[src/hdl/isort_pkg.sv]
`timescale 1ns / 1ps
// Package for the insertion sorter: payload structs, controller states,
// and the command/status bundles between controller and datapath.
// No dependencies.
package isort_pkg;

  localparam int DataWidth = 32;
  localparam int Capacity  = 64;

  // Input transaction payload
  typedef struct packed {
    logic signed [DataWidth-1:0] value;
    logic                        last_in;
  } in_item_t;

  // Output transaction payload
  typedef struct packed {
    logic signed [DataWidth-1:0] sorted_value;
    logic                        last_out;
    logic                        overflow;
  } out_item_t;

  // Controller states
  typedef enum logic [2:0] {
    ST_IDLE,
    ST_INSERT,
    ST_INS_CMP,
    ST_DRAIN_READ,
    ST_DRAIN_LOAD
  } state_t;

  // Commands from controller to datapath
  typedef struct packed {
    logic load_item;   // capture the accepted input item
    logic rd_pos;      // read the entry just below the insert position
    logic shift;       // move the read entry up one slot
    logic place;       // write the key at the insert position
    logic drop;        // store full: flag the loss
    logic drain_rd;    // read the entry at the drain index
    logic drain_load;  // load the read entry into the output register
    logic clear;       // end of set: empty the store
  } cmd_t;

  // Status from datapath to controller
  typedef struct packed {
    logic full;
    logic pos_zero;
    logic ahead;       // key goes ahead of the entry just read
    logic last_item;
    logic drain_done;
    logic out_free;
  } sts_t;

endpackage

[src/hdl/insertion_sorter.sv]
`timescale 1ns / 1ps
// Insertion sorter top level. An accepted item works down the store one step at a
// time (one store read plus one compare per step) until it reaches the bottom of
// the store or a compare stops it; an item offered to a full store is dropped.
// After the item marked last, the set drains one result at a time (store read,
// output load), held by any output stall. Synchronous reset empties the set and the
// output register and clears the order bit; store contents are not cleared.
module insertion_sorter
  import isort_pkg::*;
#(
  parameter int CAPACITY = Capacity
) (
  input  logic      clk,
  input  logic      rst,
  input  logic      in_valid,
  output logic      in_stall,
  input  in_item_t  in_data,
  output logic      out_valid,
  input  logic      out_stall,
  output out_item_t out_data,
  input  logic      cfg_wr_en,
  input  logic      cfg_wr_data
);

  cmd_t cmd;
  sts_t sts;

  isort_ctrl u_ctrl (
    .clk      (clk),
    .rst      (rst),
    .in_valid (in_valid),
    .busy     (in_stall),
    .sts      (sts),
    .cmd      (cmd)
  );

  isort_datapath #(
    .CAPACITY (CAPACITY)
  ) u_datapath (
    .clk         (clk),
    .rst         (rst),
    .cmd         (cmd),
    .sts         (sts),
    .in_data     (in_data),
    .cfg_wr_en   (cfg_wr_en),
    .cfg_wr_data (cfg_wr_data),
    .out_valid   (out_valid),
    .out_stall   (out_stall),
    .out_data    (out_data)
  );

endmodule

[src/hdl/isort_ram.sv]
`timescale 1ns / 1ps
// Generic single-write, single-read RAM with registered read data.
// No dependencies.
module isort_ram #(
  parameter int WIDTH = 32,
  parameter int DEPTH = 64
) (
  input  logic                     clk,
  input  logic                     wr_en,
  input  logic [$clog2(DEPTH)-1:0] wr_addr,
  input  logic [WIDTH-1:0]         wr_data,
  input  logic                     rd_en,
  input  logic [$clog2(DEPTH)-1:0] rd_addr,
  output logic [WIDTH-1:0]         rd_data
);

  logic [WIDTH-1:0] mem [DEPTH];

  // Write port
  always_ff @(posedge clk) begin
    if (wr_en) begin
      mem[wr_addr] <= wr_data;
    end
  end

  // Registered read; data holds while rd_en is low
  always_ff @(posedge clk) begin
    if (rd_en) begin
      rd_data <= mem[rd_addr];
    end
  end

endmodule

[src/hdl/isort_datapath.sv]
`timescale 1ns / 1ps
// Sorter datapath: key and position registers, fill count, drop flag,
// order register, store RAM and output register. Uses isort_pkg, isort_ram.
module isort_datapath
  import isort_pkg::*;
#(
  parameter int CAPACITY = Capacity
) (
  input  logic      clk,
  input  logic      rst,
  input  cmd_t      cmd,
  output sts_t      sts,
  input  in_item_t  in_data,
  input  logic      cfg_wr_en,
  input  logic      cfg_wr_data,
  output logic      out_valid,
  input  logic      out_stall,
  output out_item_t out_data
);

  localparam int AW = $clog2(CAPACITY);
  localparam int CW = $clog2(CAPACITY + 1);

  logic signed [DataWidth-1:0] key;
  logic                        key_last;
  logic [AW-1:0]               pos;
  logic [AW-1:0]               idx;
  logic [CW-1:0]               fill;
  logic                        dropped;
  logic                        descending;

  logic                 ram_wr_en;
  logic [AW-1:0]        ram_rd_addr;
  logic [DataWidth-1:0] ram_wr_data;
  logic [DataWidth-1:0] ram_rd_data;
  logic signed [DataWidth-1:0] held;
  logic                 out_free;

  // Order register
  always_ff @(posedge clk) begin
    if (rst) begin
      descending <= 1'b0;
    end else if (cfg_wr_en) begin
      descending <= cfg_wr_data;
    end
  end

  // Item key and insert position
  always_ff @(posedge clk) begin
    if (cmd.load_item) begin
      key      <= in_data.value;
      key_last <= in_data.last_in;
      pos      <= fill[AW-1:0];
    end else if (cmd.shift) begin
      pos <= pos - AW'(1);
    end
  end

  // Fill count, drop flag and drain index
  always_ff @(posedge clk) begin
    if (rst || cmd.clear) begin
      fill    <= '0;
      dropped <= 1'b0;
      idx     <= '0;
    end else begin
      if (cmd.place) begin
        fill <= fill + CW'(1);
      end
      if (cmd.drop) begin
        dropped <= 1'b1;
      end
      if (cmd.drain_load) begin
        idx <= idx + AW'(1);
      end
    end
  end

  // Store access: shifts and placement write at pos, reads below pos or at idx
  assign ram_wr_en   = cmd.shift | cmd.place;
  assign ram_wr_data = cmd.shift ? ram_rd_data : key;
  assign ram_rd_addr = cmd.drain_rd ? idx : pos - AW'(1);

  isort_ram #(
    .WIDTH (DataWidth),
    .DEPTH (CAPACITY)
  ) u_store (
    .clk     (clk),
    .wr_en   (ram_wr_en),
    .wr_addr (pos),
    .wr_data (ram_wr_data),
    .rd_en   (cmd.rd_pos | cmd.drain_rd),
    .rd_addr (ram_rd_addr),
    .rd_data (ram_rd_data)
  );

  assign held = $signed(ram_rd_data);

  // Output register valid
  always_ff @(posedge clk) begin
    if (rst) begin
      out_valid <= 1'b0;
    end else if (cmd.drain_load) begin
      out_valid <= 1'b1;
    end else if (!out_stall) begin
      out_valid <= 1'b0;
    end
  end

  // Output register payload
  always_ff @(posedge clk) begin
    if (cmd.drain_load) begin
      out_data.sorted_value <= held;
      out_data.last_out     <= sts.drain_done;
      out_data.overflow     <= dropped;
    end
  end

  assign out_free = !out_valid || !out_stall;

  // Status to controller
  always_comb begin
    sts.full       = (fill == CW'(CAPACITY));
    sts.pos_zero   = (pos == '0);
    sts.ahead      = descending ? (key > held) : (key < held);
    sts.last_item  = key_last;
    sts.drain_done = ((CW'(idx) + CW'(1)) == fill);
    sts.out_free   = out_free;
  end

endmodule

[src/hdl/isort_ctrl.sv]
`timescale 1ns / 1ps
// Sorter controller: sequences accept, insertion shifts and the drain.
// Uses isort_pkg.
module isort_ctrl
  import isort_pkg::*;
(
  input  logic clk,
  input  logic rst,
  input  logic in_valid,
  output logic busy,
  input  sts_t sts,
  output cmd_t cmd
);

  state_t state;
  state_t state_next;

  // State register
  always_ff @(posedge clk) begin
    if (rst) begin
      state <= ST_IDLE;
    end else begin
      state <= state_next;
    end
  end

  // Next state
  always_comb begin
    state_next = state;
    unique case (state)
      ST_IDLE: begin
        if (in_valid) state_next = ST_INSERT;
      end
      ST_INSERT: begin
        if (sts.full || sts.pos_zero) begin
          state_next = sts.last_item ? ST_DRAIN_READ : ST_IDLE;
        end else begin
          state_next = ST_INS_CMP;
        end
      end
      ST_INS_CMP: begin
        if (sts.ahead) begin
          state_next = ST_INSERT;
        end else begin
          state_next = sts.last_item ? ST_DRAIN_READ : ST_IDLE;
        end
      end
      ST_DRAIN_READ: begin
        state_next = ST_DRAIN_LOAD;
      end
      ST_DRAIN_LOAD: begin
        if (sts.out_free) begin
          state_next = sts.drain_done ? ST_IDLE : ST_DRAIN_READ;
        end
      end
      default: state_next = ST_IDLE;
    endcase
  end

  // Outputs
  always_comb begin
    cmd  = '0;
    busy = 1'b1;
    unique case (state)
      ST_IDLE: begin
        busy          = 1'b0;
        cmd.load_item = in_valid;
      end
      ST_INSERT: begin
        if (sts.full) begin
          cmd.drop = 1'b1;
        end else if (sts.pos_zero) begin
          cmd.place = 1'b1;
        end else begin
          cmd.rd_pos = 1'b1;
        end
      end
      ST_INS_CMP: begin
        if (sts.ahead) begin
          cmd.shift = 1'b1;
        end else begin
          cmd.place = 1'b1;
        end
      end
      ST_DRAIN_READ: begin
        cmd.drain_rd = 1'b1;
      end
      ST_DRAIN_LOAD: begin
        if (sts.out_free) begin
          cmd.drain_load = 1'b1;
          cmd.clear      = sts.drain_done;
        end
      end
      default: begin
        busy = 1'b1;
      end
    endcase
  end

endmodule

[config.mk]
export PLATFORM = sky130hd
export DESIGN_NAME = insertion_sorter
export DESIGN_NICKNAME = d
export VERILOG_FILES = /design/src/hdl/isort_pkg.sv /design/src/hdl/insertion_sorter.sv /design/src/hdl/isort_ram.sv /design/src/hdl/isort_datapath.sv /design/src/hdl/isort_ctrl.sv
export SDC_FILE = /design/constraint.sdc
export NUM_CORES = 2
export LEC_CHECK = 0
export BUFFER_PORTS_ARGS = -buffer_cell sky130_fd_sc_hd__buf_2
export CORE_MARGIN = 1.5
export CORE_UTILIZATION = 30
export CTS_CLUSTER_SIZE = 14
export DETAILED_ROUTE_END_ITERATION = 7
export PLACE_DENSITY = 0.43
export SLEW_MARGIN = 20
export SYNTH_ARGS = -nofsm -noshare
export SYNTH_HDL_FRONTEND = slang
export SYNTH_SLANG_ARGS = --single-unit
[constraint.sdc]
create_clock -name clk -period 4.65 [get_ports clk]
set_clock_uncertainty 0.05 [all_clocks]
set_input_delay 0.6975 -clock clk [delete_from_list [all_inputs] [get_ports clk]]
set_output_delay 0.6975 -clock clk [all_outputs]
set_load 0.02 [all_outputs]
== Yosys cells after proc, flatten, opt, wreduce, memory -nomap -nowiden ==
Memory sizes are Yosys's and may differ from the RTL's. A register that Yosys moved wholly into a read port is not among the register bits.
Cells that the tools add are included.
Storage, ports and cells
  word-level logic and storage cells: 71
  output and inout bits: 36
  input port bits: 39
  ROM bits: 0
  memories kept: 1
  latch bits: 0
  register bits after elaboration: 92
  RAM bits: 2048
Cells by class
  shift-type cells: 0
  multiplexer cells: 32
  equality and inequality tests: 9
  order comparisons: 2
  bitwise gates (word level): 2
  multipliers: 0
  add/subtract/negate cells: 4
  reductions and logical operators: 9
  div/mod/pow operators: 0
Memory list
  u_datapath.u_store.mem: depth 64, width 32, rd ports 1, clocked after memory_dff 1, wr ports 1, line isort_ram.sv:17  | logic [WIDTH-1:0] mem [DEPTH];
Operators with widths (number)
  $gt 32x32->1: 1
  $lt 32x32->1: 1
  $mux 32: 1
  $mux 1: 18
  $mux 6: 3
  $pmux 3 s5: 1
  $mux 3: 4
  $mux 2: 4
  $add 6x1->7 const B: 1
  $add 7x1->7 const B: 1
  $eq 7x7->1: 1
  $eq 7x7->1 const B: 1
  $add 6x1->6 const B: 1
  $eq 3x2->1 const B: 2
  $logic_not 6->1: 1
  $sub 6x1->6 const B: 1
  $ne 2x1->1 const B: 2
  $eq 3x1->1 const B: 1
  $eq 3x3->1 const B: 1
  $logic_not 3->1: 1
  $logic_or 1x1->1: 3
  $logic_not 1->1: 2
  $ne 2x2->1 const B: 1
  $or 1x1->1: 2
  3 further kinds: 3

== Depth between registers and ports, before layout ==
  word-level depth: 7
  gate-level depth with buffers: 16
  mapped depth without buffers: 10

== Hierarchy ==
Synthesis repeated with hierarchy kept, for this count alone.
Unflattened totals
  cell total of the unflattened synthesis: 3716
  area, all modules: 83581.4 µm²
By module, submodules not included
  isort_ram: instances 1, seq. area each 62459.9 µm², cells each 3324, area an instance 78835.6 µm²
  isort_datapath: instances 1, seq. area each 2512.4 µm², cells each 357, area an instance 4494.3 µm²
  isort_ctrl: instances 1, seq. area each 60.1 µm², cells each 35, area an instance 251.5 µm²

== Least setup slack after synthesis ==
No wires, ideal clock.
  path type: reg2reg
  from: register u_ctrl.state[1]
  to: memory u_datapath.u_store.mem[48][0] (enable)
  slack: -0.053 ns
  clock period less this slack: 4.703 ns
  buffers on the path: 1
  required time: 4.097 ns
  stages on the path, launching flop included: 5
  data arrival time: 4.151 ns
  cells stage by stage: dfxtp_1 clkbuf_1 and2_1 nand4b_1 nor4_1
On the way
  cells in the longest elaborated chain, start to end: 5
  elaborated cells on any way between the ends: 7
RTL lines
  start: declaration: line isort_ctrl.sv:15  | state_t state;
  start signal: assignment: line isort_ctrl.sv:23  | state <= state_next;
  $eq 3x2->1 or $eq 3x1->1 (tied branches): line isort_ctrl.sv:64  | unique case (state)
  $pmux 1 s2 or $mux 1 (tied branches): line isort_ctrl.sv:64
  $or 1x1->1 (*): line isort_datapath.sv:79  | assign ram_wr_en = cmd.shift | cmd.place;
  $mux 1 (*): line isort_ram.sv:21  | if (wr_en) begin
  $mux 1 (not written as such) (*): line isort_ram.sv:22  | mem[wr_addr] <= wr_data;
  end: declaration: line isort_ram.sv:17
Every way passes the cells marked *; elsewhere a longest branch is shown, timed or not.

== Worst setup path in the final report ==
  from: register u_ctrl.state[0]
  to: register u_datapath.u_store.rd_data[29] (read register of u_datapath.u_store.mem) (data pin)
On the way
  cells in the longest elaborated chain, start to end: 3
  elaborated cells on any way between the ends: 6
RTL lines
  $eq 3x2->1 or $eq 3x1->1 (tied branches): line isort_ctrl.sv:64
  $mux 1: line isort_ctrl.sv:64
  $mux 6 or $or 1x1->1 (tied branches): line isort_datapath.sv:81, isort_datapath.sv:91
  end: declaration: line isort_ram.sv:14  | output logic [WIDTH-1:0] rd_data
Parallel ways exist; a longest one is shown, timed or not.
A chain may end at the register's enable or synchronous reset.

==> results.txt <==
status: complete, no violations
Die X: 544 microns
Hold Buf Count CTS: 35
largest net degree at the start of global routing: 85
routed len/inst: 25.7 microns
Placeable Area: 291,000 sq um
min-delay worst type: in2reg
Distinct cells, synth: 54
Most used DFF post-synth: edfxtp_1
WS Path Type: reg2reg
DR vias/cell: 5.00
pre-CTS WS: 0.412 ns
Filler cells: 27,900
Yosys reg bits: 2,172
Worst-Margin Slew: 1.12 ns
final setup violation count: 0
Synth Cell Area: 87,700 sq um
yosys warns: 0
RSZ-0062 raised after global routing: no
iteration-0 DRC count of the detailed router: 4,225
largest family of logic cells by synthesized area: simple AND/OR/NAND/NOR gates
syn_nets: 6,260
Mapped Cells: 6,185
Worst VDD drop: 0.415 mV
area leader, netlist: edfxtp_1
die area: 296,000 sq um
crit end category: flop
drc violations: 0
GRT Util Overall: 0.179
leakage: 35.6 nW
worst rel slew slack: 0.250
Buf+Inv Stages, Crit Path: 4
Adder-Cell Fraction of Synth Area: 0.00514
Placer Congestion: 0.778
post-synthesis sequential area ratio: 0.742
antenna violations before repair: 5
H-tree Lvls: 4
Non-Filler Instances: 10,500
max-cap violations: 0
Starting Density: 0.302
asr flop ratio synth: 0
Clock Path Buffers: 4
final worst-path setup slack: 0.486 ns
placed insts: 10,100
Slowest cell on crit path: dfxtp_1
Post-synth EDFFs: 2,153
CTS root buffer: clkbuf_16
top cells by instance count after synthesis: 2,153 x edfxtp_1, 1,563 x nand2_1, 620 x nand3_1
global route overflow: 0
final core utilization: 0.355
Yosys top cell area share: 0.737
DP HPWL: 148,000 microns
mux contribution to synthesized area: 0.0601
Final TNS setup: 0 ns
Clock Latency Late Sink: 0.89 ns
Nets: 6,515
site row count: 198
final-report max-slew violation count: 0
Largest delay share family, worst path: compound AO/OA/AOI/OAI gates
CP arrival: 4.66 ns
die extent in y: 544 microns
Max stage delay on crit path: 0.48 ns
post-synthesis compound-gate area fraction: 0.0393
area delta synth->final: 17.7%
first-pass GRT wire length: 386,000 microns
simple-gate share of the synthesized area: 0.131
# IOs: 75
Post-Syn Area per Cell: 14.2 sq um
CP Max Fanout: 25
xor and xnor area share after synthesis: 0.00170
Worst Setup Start Kind: flop
Routed WL: 270,000 microns
most frequent cell after synthesis: edfxtp_1
final hold slack: 0.0886 ns
CP required: 5.15 ns
Tcrit/Tclk final: 0.895
routed via count: 52,600
CTS sink cnt: 2,172
TritonRoute pass-1 iters: 6
CP Cell Sequence: nand3b_1 > buf_4 > nand2_1 > o21a_4 > buf_12 > buf_12 > and3_1 > a311oi_1 > a311o_1 > a32oi_1 > buf_4 > nand3_1
Reg clk slew, reported paths: 0.07 ns
Power Density: 561 nW/um^2
setup bufs post-CTS: 0
CTS tree: yes
clock buffer count from CTS: 233
antenna-violating nets left: 0
largest cells by area after synthesis: edfxtp_1 74%, nand2_1 6.7%, mux2i_1 5.6%, nand3_1 3.5%, a311o_1 2.2%
Max Freq: 240 MHz
Period minus WS final: 4.16 ns
post-CTS sizing: 0
vias in the first global route: 51,200
IO Port Bufs: 74
final hold vios: 0
layout cell share with drive strength beyond 1: 0.125
layout by cell type, fill, tap and decap left out, types with 8 or more instances in the layout:
master / instances
a311oi_1: 96
buf_2: 74
nand2_1: 1563
nand4b_1: 33
edfxtp_1: 2153
o21ai_0: 9
mux2i_1: 488
clkbuf_1: 44
xnor2_1: 8
buf_4: 202
nand2b_1: 17
bufinv_16: 17
clkinv_2: 54
nand4_1: 48
dfxtp_1: 19
buf_12: 121
a21oi_1: 29
clkinv_1: 59
dlygate4sd3_1: 35
ha_1: 36
xor2_1: 9
clkbuf_16: 235
nor2_1: 32
inv_1: 40
a311o_1: 192
and3_1: 194
nor2_4: 65
mux2_2: 28
nand3_1: 620
a32oi_1: 33
per-layer routing:
layer	global-route usage	routed length, microns	share of wire	up-vias
met5	0	0	0	-
met4	0.0443	5790	0.021	0
met3	0.0228	12500	0.046	331
met2	0.294	128000	0.47	1283
met1	0.251	124000	0.46	27300
li1	-	-	-	23700
power by group:
part	leakage [nW]	internal, mW	switching, mW	total, mW
logic	12.6	5.94	11.5	17.4
registers	19.5	22.7	0.164	22.8
clock network	3.50	10.1	7.57	17.7
total	35.6	38.7	19.2	57.9
layout make-up:
cell class                 instances  area [sq um]  area share
multi-input combinational       3560         21400       0.207
antenna                            7          17.5    0.000170
clock buffer                     279          6050      0.0586
inverter                          41           154     0.00149
tap                             3900          4880      0.0473
clock inverter                   134          1040      0.0101
timing repair buffer             432          4660      0.0451
sequential                      2172         65000       0.630
registers in the layout, summed over array words and instances, names as in the netlist:
signal                      cells
u_datapath.u_store.mem       2048
u_datapath.out_data            34
u_datapath.key                 32
u_datapath.u_store.rd_data     32
u_datapath.fill                 7
u_datapath.idx                  6
u_datapath.pos                  6
u_ctrl.state                    3
u_datapath.descending           1
u_datapath.dropped              1
u_datapath.key_last             1
u_datapath.out_valid            1
tightest hold or removal path: stages:
cell and delay, ns:
buf_2 0.13, nand2_1 0.07, a21oi_1 0.05
cells by family (layout without fill, tap and decap cells):
logic type,count (synthesis),after routing
AOI/OAI and AO/OA,382,382
xor gates and xnor gates,17,17
adders and majority gates,36,36
buffers and inverters,453,886
DFF,2172,2172
muxes,522,522
other,0,7
and+or+nand+nor,2603,2603
path summary, 6_finish.rpt:
path / slack (ns) / cells past startpoint / startpoint / endpoint
worst max register to register: 0.49 / 12 / u_ctrl.state[0] / u_datapath.u_store.rd_data[29]
worst max-delay path: 0.49 / 12 / u_ctrl.state[0] / u_datapath.u_store.rd_data[29]
worst min-delay path: 0.09 / 3 / out_stall / u_datapath.out_valid
worst min register to register: 0.39 / 0 / u_datapath.dropped / u_datapath.out_data[0]
stage by stage:
step / instance area (sq um) / total power, mW
finish: 103000 / 57.9
global route: 103000 / 60.6
CTS: 103000 / 58.6
detailed placement: 95800 / 40.8
global placement: 95800 / 40.8
floorplan: 87700 / 33.5
Power figures use the tool's default switching activity.
